$ cat src/hdl/uvt_pkg.sv
`timescale 1ns / 1ps
// ----------------------------------------------------------------------------
// uvt_pkg
// Shared types and codes for the unordered value table and its cells.
// ----------------------------------------------------------------------------
package uvt_pkg;

	localparam int VALUE_W = 32;
	localparam int MODE_W  = 2;
	localparam int STAT_W  = 2;
	localparam int POS_W   = 4;
	localparam int CNT_W   = 5;
	localparam int OUT_W   = 16;

	// request operation codes
	typedef enum logic [MODE_W-1:0] {
		OP_CLEAR  = 2'd0,
		OP_INSERT = 2'd1,
		OP_SEARCH = 2'd2,
		OP_DELETE = 2'd3
	} op_t;

	// result status codes
	localparam logic [STAT_W-1:0] ST_OK        = 2'd0;
	localparam logic [STAT_W-1:0] ST_FULL      = 2'd1;
	localparam logic [STAT_W-1:0] ST_NOT_FOUND = 2'd2;

	// control broadcast from the sequencer to every cell
	typedef struct packed {
		logic start;  // load the search token into the head cell
		logic scan;   // token may move one cell forward
		logic shift;  // delete commit: cells at and after the hit take their neighbor
	} cell_ctl_t;

endpackage

$ cat src/hdl/uvt_cell.sv
`timescale 1ns / 1ps
// ----------------------------------------------------------------------------
// uvt_cell
// One table slot: holds a value, compares it with the search key, relays the
// search token to the next slot and takes its neighbor's value on delete.
// ----------------------------------------------------------------------------
module uvt_cell (
	input  logic                         clk,
	input  logic                         arst_n,
	input  uvt_pkg::cell_ctl_t           ctl,
	input  logic [uvt_pkg::VALUE_W-1:0]  key,
	input  logic [uvt_pkg::VALUE_W-1:0]  wr_data,
	input  logic                         wr_sel,
	input  logic                         occ,
	input  logic                         shift_ok,
	input  logic                         head,
	input  logic                         tok_in,
	input  logic [uvt_pkg::VALUE_W-1:0]  next_entry,
	output logic [uvt_pkg::VALUE_W-1:0]  entry,
	output logic                         tok_out,
	output logic                         tok,
	output logic                         hit,
	output logic                         miss
);
	import uvt_pkg::*;

	logic [VALUE_W-1:0] entry_q;
	logic               tok_q;
	logic               passed_q;
	logic               match;

	// compare against the broadcast key
	assign match   = (entry_q == key);
	assign hit     = tok_q & occ & match;
	assign miss    = tok_q & ~occ;
	assign tok_out = tok_q & ctl.scan & occ & ~match;
	assign tok     = tok_q;
	assign entry   = entry_q;

	// token and passed flag
	always_ff @(posedge clk or negedge arst_n) begin
		if (!arst_n) begin
			tok_q    <= 1'b0;
			passed_q <= 1'b0;
		end else if (ctl.start) begin
			tok_q    <= head;
			passed_q <= 1'b0;
		end else if (ctl.scan) begin
			tok_q <= tok_in;
			if (tok_out) begin
				passed_q <= 1'b1;
			end
		end
	end

	// stored value: append write or close-up shift on delete
	always_ff @(posedge clk) begin
		if (wr_sel) begin
			entry_q <= wr_data;
		end else if (ctl.shift && !passed_q && shift_ok) begin
			entry_q <= next_entry;
		end
	end

endmodule

$ cat src/hdl/unordered_value_table.sv
`timescale 1ns / 1ps
// ----------------------------------------------------------------------------
// unordered_value_table
// Bounded insertion-ordered table of 32-bit values with linear search.
// ----------------------------------------------------------------------------
// One request is handled at a time. Clear and insert finish in the accept
// cycle; their result is then loaded into the output register from the
// response state once that register is free. Search and delete pass a token
// down the row of cells, one cell per clock, so the token position sets the
// time: a search ends at the matching cell, or with a miss at the first empty
// cell or where the token runs off the last cell of a full table. A delete
// closes the gap in the same cycle the match is seen. The output register keeps
// a result available while the next request is accepted and worked on.
// ----------------------------------------------------------------------------
module unordered_value_table #(
	parameter int DEPTH = 16
) (
	input  logic        clk,
	input  logic        arst_n,
	input  logic        s_tvalid,
	output logic        s_tready,
	input  logic [31:0] s_tdata,   // [31:0] value
	input  logic [1:0]  s_tuser,   // [1:0] mode
	output logic        m_tvalid,
	input  logic        m_tready,
	output logic [15:0] m_tdata    // [1:0] status, [5:2] position, [10:6] entry_count
);
	import uvt_pkg::*;

	localparam int CW = $clog2(DEPTH + 1);
	localparam int PW = (DEPTH > 1) ? $clog2(DEPTH) : 1;

	typedef enum logic [2:0] {
		ST_IDLE = 3'b001,
		ST_SCAN = 3'b010,
		ST_RESP = 3'b100
	} state_t;

	state_t             state_q;
	op_t                op_q;
	op_t                op_in;
	logic [VALUE_W-1:0] key_q;
	logic [CW-1:0]      count_q;
	logic [PW-1:0]      pos_q;
	logic [STAT_W-1:0]  res_status_q;
	logic [PW-1:0]      res_pos_q;
	logic               m_tvalid_q;
	logic [OUT_W-1:0]   m_tdata_q;

	logic               s_accept;
	logic               full;
	logic               hit_any;
	logic               miss_any;
	logic               load_out;
	cell_ctl_t          ctl;

	logic [DEPTH-1:0]   occ;
	logic [DEPTH-1:0]   shift_ok;
	logic [DEPTH-1:0]   wr_sel;
	logic [DEPTH-1:0]   tok;
	logic [DEPTH-1:0]   tok_out;
	logic [DEPTH-1:0]   hit;
	logic [DEPTH-1:0]   miss;
	logic [DEPTH-1:0]   tok_in;
	logic [VALUE_W-1:0] entry [DEPTH];
	logic [VALUE_W-1:0] next_entry [DEPTH];

	logic [PW+POS_W-1:0] pos_wide;
	logic [CW+CNT_W-1:0] cnt_wide;

	assign op_in    = op_t'(s_tuser);
	assign s_tready = (state_q == ST_IDLE);
	assign s_accept = s_tvalid & s_tready;
	assign full     = (count_q == CW'(DEPTH));
	assign hit_any  = |hit;
	assign miss_any = (|miss) | tok_out[DEPTH-1];
	assign load_out = (state_q == ST_RESP) && (!m_tvalid_q || m_tready);

	// control broadcast to the cells
	always_comb begin
		ctl.start = s_accept && (op_in == OP_SEARCH || op_in == OP_DELETE);
		ctl.scan  = (state_q == ST_SCAN);
		ctl.shift = (state_q == ST_SCAN) && (op_q == OP_DELETE) && hit_any;
	end

	// per-cell occupancy, write select and token chain wiring
	always_comb begin
		for (int i = 0; i < DEPTH; i++) begin
			occ[i]      = (CW'(i) < count_q);
			shift_ok[i] = (CW'(i + 1) < count_q);
			wr_sel[i]   = s_accept && (op_in == OP_INSERT) && (CW'(i) == count_q);
			tok_in[i]   = (i == 0) ? 1'b0 : tok_out[(i == 0) ? 0 : i - 1];
			next_entry[i] = (i == DEPTH - 1) ? '0 : entry[(i == DEPTH - 1) ? i : i + 1];
		end
	end

	// row of cells
	for (genvar g = 0; g < DEPTH; g++) begin : g_cell
		uvt_cell u_cell (
			.clk        (clk),
			.arst_n     (arst_n),
			.ctl        (ctl),
			.key        (key_q),
			.wr_data    (s_tdata),
			.wr_sel     (wr_sel[g]),
			.occ        (occ[g]),
			.shift_ok   (shift_ok[g]),
			.head       (g == 0),
			.tok_in     (tok_in[g]),
			.next_entry (next_entry[g]),
			.entry      (entry[g]),
			.tok_out    (tok_out[g]),
			.tok        (tok[g]),
			.hit        (hit[g]),
			.miss       (miss[g])
		);
	end

	// sequencer, count and pending result
	always_ff @(posedge clk or negedge arst_n) begin
		if (!arst_n) begin
			state_q      <= ST_IDLE;
			op_q         <= OP_CLEAR;
			count_q      <= '0;
			pos_q        <= '0;
			res_status_q <= ST_OK;
			res_pos_q    <= '0;
		end else begin
			case (state_q)
				ST_IDLE: begin
					if (s_accept) begin
						op_q      <= op_in;
						pos_q     <= '0;
						res_pos_q <= '0;
						case (op_in)
							OP_CLEAR: begin
								count_q      <= '0;
								res_status_q <= ST_OK;
								state_q      <= ST_RESP;
							end
							OP_INSERT: begin
								if (full) begin
									res_status_q <= ST_FULL;
								end else begin
									count_q      <= count_q + CW'(1);
									res_status_q <= ST_OK;
								end
								state_q <= ST_RESP;
							end
							default: begin
								state_q <= ST_SCAN;
							end
						endcase
					end
				end
				ST_SCAN: begin
					if (hit_any) begin
						res_status_q <= ST_OK;
						res_pos_q    <= pos_q;
						if (op_q == OP_DELETE) begin
							count_q <= count_q - CW'(1);
						end
						state_q <= ST_RESP;
					end else if (miss_any) begin
						res_status_q <= ST_NOT_FOUND;
						res_pos_q    <= '0;
						state_q      <= ST_RESP;
					end else begin
						pos_q <= pos_q + PW'(1);
					end
				end
				ST_RESP: begin
					if (load_out) begin
						state_q <= ST_IDLE;
					end
				end
				default: begin
					state_q <= ST_IDLE;
				end
			endcase
		end
	end

	// search key capture
	always_ff @(posedge clk) begin
		if (s_accept) begin
			key_q <= s_tdata;
		end
	end

	// output register
	assign pos_wide = {{POS_W{1'b0}}, res_pos_q};
	assign cnt_wide = {{CNT_W{1'b0}}, count_q};

	always_ff @(posedge clk or negedge arst_n) begin
		if (!arst_n) begin
			m_tvalid_q <= 1'b0;
		end else if (load_out) begin
			m_tvalid_q <= 1'b1;
		end else if (m_tready) begin
			m_tvalid_q <= 1'b0;
		end
	end

	always_ff @(posedge clk) begin
		if (load_out) begin
			m_tdata_q <= {{(OUT_W - STAT_W - POS_W - CNT_W){1'b0}},
				cnt_wide[CNT_W-1:0], pos_wide[POS_W-1:0], res_status_q};
		end
	end

	assign m_tvalid = m_tvalid_q;
	assign m_tdata  = m_tdata_q;

	// checks
	a_count_bound: assert property (@(posedge clk) disable iff (!arst_n)
		count_q <= CW'(DEPTH))
		else $error("entry count above table depth");

	a_one_token: assert property (@(posedge clk) disable iff (!arst_n)
		(state_q == ST_SCAN) |-> $onehot0(tok))
		else $error("more than one search token in the row");

	a_hit_miss: assert property (@(posedge clk) disable iff (!arst_n)
		(state_q == ST_SCAN) |-> !(hit_any && miss_any))
		else $error("search reports hit and miss together");

	a_delete_count: assert property (@(posedge clk) disable iff (!arst_n)
		ctl.shift |=> (count_q == $past(count_q) - CW'(1)))
		else $error("delete did not drop the entry count");

endmodule

$ cat config.mk
export PLATFORM = sky130hd
export DESIGN_NAME = unordered_value_table
export DESIGN_NICKNAME = d
export VERILOG_FILES = /design/src/hdl/uvt_pkg.sv /design/src/hdl/uvt_cell.sv /design/src/hdl/unordered_value_table.sv
export SDC_FILE = /design/constraint.sdc
export NUM_CORES = 1
export LEC_CHECK = 0
export BUFFER_PORTS_ARGS = -buffer_cell sky130_fd_sc_hd__clkbuf_2
export CORE_MARGIN = 2
export CORE_UTILIZATION = 60
export CTS_BUF_LIST = sky130_fd_sc_hd__clkbuf_8 sky130_fd_sc_hd__clkbuf_16
export CTS_CLUSTER_DIAMETER = 50
export DETAILED_ROUTE_END_ITERATION = 7
export PLACE_DENSITY = 0.77
export SYNTH_ARGS = -nofsm -noshare
export SYNTH_HDL_FRONTEND = slang
export SYNTH_SLANG_ARGS = --single-unit
$ cat constraint.sdc
create_clock -name clk -period 10.2 [get_ports clk]
set_clock_uncertainty 0.2 [all_clocks]
set_input_delay 0.51 -clock clk [delete_from_list [all_inputs] [get_ports clk]]
set_output_delay 0.51 -clock clk [all_outputs]
set_load 0.005 [all_outputs]
==> results of run 1 <==
final cells by class:
class / count / area (um2) / share of cell area [%]
clock inverters: 41 / 364 / 1.04
inverters: 22 / 82.6 / 0.236
well taps: 688 / 861 / 2.46
flip-flops and latches: 608 / 18000 / 51.4
clock buffers: 76 / 1870 / 5.34
repair buffers: 104 / 663 / 1.90
multi-input cells: 1498 / 13200 / 37.6
worst max-delay path, cell delays in order (launching register included):
cell,delay [ns]
edfxtp_1,1.24
xor2_1,0.28
nor4_1,0.35
nand4_1,0.31
nor4_1,1.03
nor4_1,0.12
nand4_1,0.25
o21ai_4,0.06
buf_4,0.29
o21ai_4,0.90
flip-flops by register name, summed over array words and instances (netlist names):
register,count
g_cell.u_cell.passed_q,16
pos_q,4
m_tdata,11
g_cell.u_cell.entry,512
m_tvalid,1
res_status_q,2
res_pos_q,4
state_q,3
count_q,5
key_q,32
g_cell.u_cell.tok,16
op_q,2
path summary, 6_finish.rpt:
| path | slack [ns] | startpoint | end |
|---|---|---|---|
| hold / removal | 0.13 | s_tuser[1] | state_q[2] |
| max in group asynchronous | 8.89 | arst_n | g_cell[12].u_cell.passed_q |
| min in group asynchronous | 0.42 | arst_n | state_q[1] |
| hold reg to reg | 0.26 | res_pos_q[0] | m_tdata[2] |
| setup reg to reg | 4.73 | key_q[1] | g_cell[0].u_cell.entry[24] |
| setup / recovery | 4.73 | key_q[1] | g_cell[0].u_cell.entry[24] |
synth_stat cells (3+ instances only):
master	instances	area share (%)
a2111o_1	3	0.11
a211oi_1	4	0.095
a21o_1	29	0.69
a21oi_1	15	0.24
a221o_1	3	0.095
a22oi_1	3	0.071
and2_1	37	0.73
and3_1	6	0.12
buf_1	41	0.48
buf_2	69	1.1
buf_4	6	0.14
clkbuf_1	53	0.63
dfrtp_1	52	4.1
edfxtp_1	555	53
ha_1	6	0.24
inv_1	20	0.24
mux2_2	480	17
nand2_1	63	0.75
nand2b_1	9	0.18
nand3_1	9	0.14
nand4_1	44	0.87
nor2_1	31	0.37
nor3_1	35	0.55
nor3b_1	4	0.095
nor4_1	123	2.4
o211ai_1	3	0.071
o21ai_0	19	0.30
o221ai_1	3	0.083
o2bb2ai_1	4	0.11
o31ai_1	14	0.33
or3_1	3	0.059
or4_1	3	0.071
xnor2_1	64	1.8
xor2_1	448	12
placed cells by master (no fill, tap or decap), drive strengths merged, types with 3 or more instances in the layout:
| master | count |
|---|---|
| clkinv | 21 |
| nor4 | 124 |
| nand3 | 9 |
| o211ai | 3 |
| o31ai | 14 |
| clkbuf | 126 |
| nand2 | 64 |
| xor2 | 448 |
| a21o | 29 |
| or3 | 3 |
| a2111oi | 3 |
| o221ai | 3 |
| conb | 5 |
| mux2 | 480 |
| and3 | 6 |
| a2111o | 3 |
| inv | 33 |
| bufinv | 7 |
| nor3b | 4 |
| nand2b | 9 |
| ha | 6 |
| or4 | 3 |
| a221o | 3 |
| a22oi | 3 |
| nor3 | 35 |
| xnor2 | 64 |
| dfrtp | 52 |
| nor2 | 31 |
| o21ai | 21 |
| o2bb2ai | 4 |
| a211oi | 4 |
| dlygate4sd3 | 3 |
| nand4 | 44 |
| a21oi | 15 |
| and2 | 37 |
| edfxtp | 555 |
| buf | 51 |
power by group:
group	internal (uW)	leakage [uW]	switching (uW)	total, uW
combinational	317	0.00550	657	974
sequential	2800	0.00552	209	3010
clock	1480	0.00114	972	2450
total	4590	0.0122	1840	6430
per-layer routing:
metal | GRT usage [%] | vias up | wire [um]
met5 | 0 | - | 8
met4 | 15.6 | 2 | 4220
met3 | 3.88 | 175 | 4240
met2 | 49.0 | 681 | 38800
met1 | 39.1 | 9554 | 32900
li1 | - | 8487 | -
cells by family after synthesis:
family / count (synthesis) / share of synthesized area, %
buf+inv: 191 / 2.60
flops: 608 / 56.7
compound gates: 119 / 2.72
simple gates: 375 / 6.55
other cells: 1 / 0.0118
mux: 481 / 17.1
xor+xnor: 512 / 14.1
fa+ha+maj: 6 / 0.237
through the flow:
| step | setup WS, ns | instance area [um2] |
|---|---|---|
| 2_1_floorplan | 4.99 | 31800 |
| 3_5_place_dp | 4.89 | 32700 |
| 6_report | 4.73 | 35000 |
| 4_1_cts | 4.88 | 35000 |
| 3_3_place_gp | 4.96 | 32700 |
| 5_1_grt | 4.50 | 35000 |
==> qor.txt, run 1 <==
Outcome = finished clean
Post-CTS setup buffer count = 0
Setup TNS = 0 ns
Clk root buf = clkbuf_16
TritonCTS clock tree = built
Post-synth ARST share = 8.72%
Largest net degree at the start of global routing = 54
Synth warn = 0
Cell variety after synth = 59
Max cap viols = 0
Top_reg_cell synth = edfxtp_1
P per Cell Area = 184 nW/um2
Crit. End Element = register
Yosys reg bits = 608
Clock Latency Late Sink = 0.60 ns
Minimum clock period = 5.47 ns
Slew headroom = 8.64%
Critical Path RT = 10.21 ns
Fillers = 3665
Least-Margin Pin Slew = 1.37 ns
Worst Setup Start Kind = register
DIE AREA = 54800 um2
Post-CTS Hold Fix Bufs = 3
Final setup fails = 0
First-pass GRT wire length = 121 mm
Initial antenna violation count = 2
Post-Syn Area = 31700 um2
Via/cell ratio = 6.22
Layout cell share with drive strength beyond 1 = 29.8%
ANT nets after route = 0
Antenna diode count = 0
Final nets = 2345
Row count = 84
Synth Area per Inst = 13.8 um2
Max Fclk = 183 MHz
Tot Pwr = 6430 uW
Area growth from synthesis to layout = 10.2%
Sink Count = 608
Vias in the first global route = 19348
Starting DRT DRC Count = 1645
Seq/Total Area, Yosys = 56.7%
Unrepaired setup endpoints after global routing = false
CORE AREA = 52400 um2
Routed length per instance = 26.4 um
Final hold vios = 0
Non-Filler Instances = 3037
First-pass DRT Iterations = 5
Gr usage total = 29.9%
CTS H-Tree Depth = 3
R2R cell count = 9
Post-Place Cells = 2917
Largest fanout on the critical path = 32
Hold depth = 4
Port Buffers = 50
Crit share post-route = 53.6%
Placer congestion estimate = 0.952
Worst-path clk slew = 0.06 ns
Die height = 234 um
Post-synth EDFFs = 555
Maximum clock insertion buffer count = 3
Max IR drop VDD = 0.168 mV
Final core occ = 66.7%
Hold Slack = 0.130 ns
Hold/Removal Path Class = input port to register
Starting density of the core = 60.5%
DRC = 0
I/O pin cnt = 56
Final Routed Wirelength = 80.1 mm
Die span in x = 234 um
Via count = 18899
HPWL Detailed = 58.9 mm
GRT overflow = 0
Resized Gates After CTS = 0
Critical setup path kind = register to register
CTS Buf Count = 67
CP Data Arrival Time = 5.48 ns
Leakage power = 0.0122 uW
Pins over their slew limit = 0
Mapped Cells = 2293
Power figures use the tool's default switching activity.
==> run 2, diff against run 1 <==
==> constraint.sdc (replaced) <==
create_clock -name clk -period 5.6 [get_ports clk]
set_clock_uncertainty 0.2 [all_clocks]
set_input_delay 0.28 -clock clk [delete_from_list [all_inputs] [get_ports clk]]
set_output_delay 0.28 -clock clk [all_outputs]
set_load 0.005 [all_outputs]
==> qor.txt, run 2 (synthesis results as in run 1) <==
TritonCTS clock tree = built
Hold/Removal Path Class = input port to register
Most frequent cells in the layout = 555 x edfxtp_1, 480 x mux2_2, 448 x xor2_1
Clock Latency Late Sink = 0.62 ns
Final Routed Wirelength = 82.0 mm
Leakage power = 0.0123 uW
Crit share post-route = 89.0%
DRC = 0
Area growth from synthesis to layout = 11.1%
Largest net degree at the start of global routing = 54
Post-Place Cells = 2945
Starting DRT DRC Count = 1922
Non-Filler Instances = 3085
Critical Path RT = 5.65 ns
Antenna diode count = 0
CTS H-Tree Depth = 3
WP buf/inv = 3
Sink Count = 608
GRT overflow = 0
Setup TNS = 0 ns
Minimum clock period = 4.98 ns
Vias in the first global route = 19911
Unrepaired setup endpoints after global routing = false
Fillers = 3603
Pins over their slew limit = 0
Outcome = finished clean
Placer congestion estimate = 0.949
Final hold vios = 0
Worst-path clk slew = 0.06 ns
Slew headroom = 21.8%
Place WS = 0.677 ns
CTS Buf Count = 69
Layout cell share with drive strength beyond 1 = 30.4%
Tot Pwr = 11600 uW
Via/cell ratio = 6.23
P per Cell Area = 330 nW/um2
Design area = 35300 um2
Cell Area, Placed = 32900 um2
Commonest non-fill, non-tap cell in the layout = edfxtp_1
Delay of the slowest critical-path stage = 0.83 ns
Initial antenna violation count = 0
Die height = 234 um
Final setup margin = 0.616 ns
Die span in x = 234 um
Maximum clock insertion buffer count = 3
Port Buffers = 50
First-pass GRT wire length = 123 mm
ANT nets after route = 0
Final setup fails = 0
Slowest CP cell = edfxtp_1
Max Fclk = 201 MHz
Max cap viols = 0
HPWL Detailed = 60.8 mm
CP cell instances = buf_4 > xor2_1 > nor4_1 > nand4_1 > nor4_1 > nor4_1 > nand4_1 > o21ai_4 > buf_4 > o31ai_4 > buf_4
Critical setup path kind = register to register
First-pass DRT Iterations = 6
CP top delay family = simple AND/OR/NAND/NOR gates
Clk root buf = clkbuf_16
Max IR drop VDD = 0.298 mV
Least-Margin Pin Slew = 1.17 ns
Via count = 19222
Starting density of the core = 60.5%
Gr usage total = 30.5%
Crit. End Element = register
Max FFs per register = 512
Routed length per instance = 26.6 um
CP Data Arrival Time = 5.03 ns
Post-CTS setup buffer count = 0
CORE AREA = 52400 um2
Row count = 84
Final nets = 2388
Largest fanout on the critical path = 32
Worst Setup Start Kind = register
DIE AREA = 54800 um2
I/O pin cnt = 56
-- run 2: power by group --
group          switching [uW]  internal, uW
Clock                    1850          2480
Sequential                270          5090
Combinational            1330           625
Total                    3450          8200
-- run 2: layout make-up --
| class | instances | area, um2 | area share, % |
|---|---|---|---|
| flip-flops and latches | 608 | 18000 | 51.0 |
| multi-input cells | 1498 | 13200 | 37.3 |
| clock buffers | 72 | 1800 | 5.11 |
| repair buffers | 145 | 1000 | 2.85 |
| well taps | 688 | 861 | 2.44 |
| clock inverters | 52 | 353 | 1.00 |
| inverters | 22 | 82.6 | 0.234 |
-- run 2: stage by stage --
stage | hold WS (ns) | utilization, %
floorplan | -0.216 | -
global placement | 0.231 | 62.8
detailed placement | 0.233 | 62.8
CTS | 0.00164 | 67.2
global route | 0.0406 | 67.2
finish | 0.0178 | 67.2
-- run 2: per-layer routing --
metal / up-vias / global-route usage [%] / share of wire [%]
li1: 8573 / - / -
met3: 171 / 3.85 / 5.5
met1: 9737 / 39.1 / 40
met4: 0 / 16.4 / 5.3
met5: - / 0 / 0
met2: 741 / 50.9 / 49
-- run 2: worst reg2reg max path: stages (launching register included) --
cell,delay (ns)
edfxtp_1,0.83
buf_4,0.32
xor2_1,0.09
nor4_1,0.60
nand4_1,0.26
nor4_1,0.73
nor4_1,0.13
nand4_1,0.28
o21ai_4,0.27
buf_4,0.30
o31ai_4,0.19
buf_4,0.41
-- run 2: path summary, 6_finish.rpt --
path                                       from                         end  slack (ns)  cells after the start
worst max-delay path                  key_q[21]  g_cell[6].u_cell.entry[18]        0.62                     11
worst min-delay path                s_tdata[21]                   key_q[21]        0.02                      1
worst max register to register        key_q[21]  g_cell[6].u_cell.entry[18]        0.62                     11
worst min register to register  res_status_q[0]                  m_tdata[0]        0.26                      0
max in group asynchronous                arst_n  g_cell[13].u_cell.passed_q        4.56                      3
min in group asynchronous                arst_n                res_pos_q[2]        0.15                      3
-- run 2: what timing repair did --
item                                   CTS  global route
gates resized for setup                  0             0
endpoints found under the hold margin   70             0
setup endpoints to repair                0             0
hold buffers                            16             0
==> run 3, diff against run 2 <==
--- a/config.mk
+++ b/config.mk
@@ -14,4 +14,5 @@
 export PLACE_DENSITY = 0.77
 export SYNTH_ARGS = -nofsm -noshare
 export SYNTH_HDL_FRONTEND = slang
+export SYNTH_HIERARCHICAL = 1
 export SYNTH_SLANG_ARGS = --single-unit
==> qor.txt, run 3 <==
Row count = 84
Unrepaired setup endpoints after global routing = false
DRC = 0
Design area = 36200 um2
Die span in x = 234 um
Count leader, synth = edfxtp_1
First-pass DRT Iterations = 8
Worst Setup Start Kind = register
CTS H-Tree Depth = 3
Reg2Reg Capture Point = g_cell[11].u_cell/entry[15]
Leakage power = 0.0116 uW
Largest area contributor in the netlist = edfxtp_1
Cell variety after synth = 55
Adder-cell area share of the yosys netlist = 0.236%
Sink Count = 608
XOR/XNOR share of the synthesized area = 14.1%
Port Buffers = 50
Starting DRT DRC Count = 1559
WP buf/inv = 2
Crit share post-route = 86.6%
Max FFs per register = 512
CTS Buf Count = 71
Reg-to-Reg Start = key_q[25]
Fillers = 3603
Critical Path RT = 5.64 ns
Non-Filler Instances = 3180
Via count = 19084
Mapped Cells = 2246
Delay of the slowest critical-path stage = 0.83 ns
HPWL Detailed = 49.6 mm
Largest fanout on the critical path = 32
Hold path start = s_tdata[6]
Critical setup path kind = register to register
CP top delay family = simple AND/OR/NAND/NOR gates
Layout cell share with drive strength beyond 1 = 31.1%
Least-Margin Pin Slew = 1.05 ns
Die height = 234 um
CORE AREA = 52600 um2
Cell Area, Placed = 33600 um2
Placer congestion estimate = 0.929
Seq. cell area = 18000 um2
CP cell instances = buf_4 > xnor2_1 > nand4_1 > nor4_1 > nand2_1 > nor2_1 > nor4_2 > nand4_1 > and2_1 > nand2_1 > o21bai_4 > buf_4
R2R cell count = 12
Post-synth EDFFs = 555
Crit. End Element = register
Slew headroom = 30.1%
Routed length per instance = 22.3 um
Commonest non-fill, non-tap cell in the layout = edfxtp_1
DIE AREA = 54900 um2
TritonCTS clock tree = built
Antenna diode count = 0
Final setup fails = 0
Clock Latency Late Sink = 0.61 ns
Seq/Total Area, Yosys = 56.5%
Post-synth ARST share = 8.72%
ANT nets after route = 0
Max cap viols = 0
Synth warn = 6
GRT overflow = 0
Simple-Gate Fraction of Synth Area = 6.93%
CP Data Arrival Time = 4.89 ns
Final hold vios = 0
Minimum clock period = 4.85 ns
Vias in the first global route = 19972
Area growth from synthesis to layout = 13.6%
Max Fclk = 206 MHz
Hold EP = key_q[6]
Slowest CP cell = nor4_1
Worst-path clk slew = 0.06 ns
Setup TNS = 0 ns
Maximum clock insertion buffer count = 3
Hold/Removal Path Class = input port to register
Starting density of the core = 60.6%
Compound-cell area share of the yosys netlist = 1.92%
Largest net degree at the start of global routing = 65
Hold depth = 1
Synth Area per Inst = 14.2 um2
First-pass GRT wire length = 112 mm
Most common library cells after synthesis = 555 x edfxtp_1, 513 x mux2_2, 513 x xnor2_1
Final Routed Wirelength = 70.9 mm
Max IR drop VDD = 0.257 mV
Main combinational cell family by area after synthesis = multiplexers
Clk root buf = clkbuf_16
Worst Setup SP = key_q[25]
Synth top area share = 52.3%
Yosys reg bits = 608
Synth area leaders = edfxtp_1 52%, mux2_2 18%, xnor2_1 14%
Outcome = finished clean
Post-Syn Area = 31800 um2
Post-Place Cells = 3031
P per Cell Area = 309 nW/um2
Most frequent cells in the layout = 555 x edfxtp_1, 513 x xnor2_1, 513 x mux2_2
Final nets = 2482
Area of the multi-input gates = 13800 um2
Mux share of post-synthesis cell area = 18.7%
Internal reg-to-reg setup slack = 0.75 ns
Resized Gates After CTS = 0
I/O pin cnt = 56
Top_reg_cell synth = edfxtp_1
Pins over their slew limit = 0
Via/cell ratio = 6.00
Gr usage total = 26.6%
Initial antenna violation count = 0
## run 3: cells by family after synthesis
logic type / after synthesis
xor+xnor: 514
other cells: 2
flops: 608
mux: 531
compound gates: 89
fa+ha+maj: 6
simple gates: 389
buf+inv: 107
## run 3: metal layers
layer / track usage, % / routed length [um]
met5: 0 / 0
met4: 9.36 / 2080
met3: 3.32 / 3710
met2: 43.1 / 33800
met1: 37.2 / 31300
## run 3: area by class of cell
type,instances,share of cell area (%)
multi-input cells,1583,38.2
clock inverters,50,1.20
clock buffers,77,5.26
flip-flops and latches,608,49.7
well taps,688,2.38
inverters,26,0.270
repair buffers,148,3.01
## run 3: power by group
group / internal (uW) / switching (uW)
combinational: 542 / 725
sequential: 5070 / 254
clock: 2770 / 1820
total: 8380 / 2800
## run 3: how the worst max path moves through the flow
stage | to | slack, ns | depth (start not counted)
global route | g_cell[11].u_cell/entry[2] | 0.59 | 12
CTS | g_cell[11].u_cell/entry[16] | 0.81 | 12
floorplan | g_cell[0].u_cell/entry[0] | 1.11 | 12
detailed placement | g_cell[15].u_cell/entry[10] | 0.91 | 12
finish | g_cell[11].u_cell/entry[15] | 0.75 | 12
global placement | g_cell[11].u_cell/entry[10] | 1.07 | 11
## run 3: what timing repair did
item,in CTS,in global routing
endpoints found under the hold margin,76,0
setup endpoints to repair,0,0
hold buffers,22,0
setup buffers,0,0
## run 3: worst register-to-register path, stage by stage, from the launching register on
cell and delay [ns]:
edfxtp_1 0.77, buf_4 0.31, xnor2_1 0.15, nand4_1 0.14
nor4_1 0.83, nand2_1 0.21, nor2_1 0.24, nor4_2 0.11
nand4_1 0.19, and2_1 0.55, nand2_1 0.23, o21bai_4 0.16
buf_4 0.39
## run 3: stage by stage
step                      worst slack [ns]  hold WS [ns]  util (%)  power [uW]
after global placement                1.07         0.236      64.0        6590
after global routing                 0.587        0.0314      68.9       11600
final                                0.752        0.0293      68.9       11200
after detailed placement             0.905         0.238      64.0        6630
after CTS                            0.814       0.00226      68.9       11200
after floorplan                       1.11        -0.216         -        6160
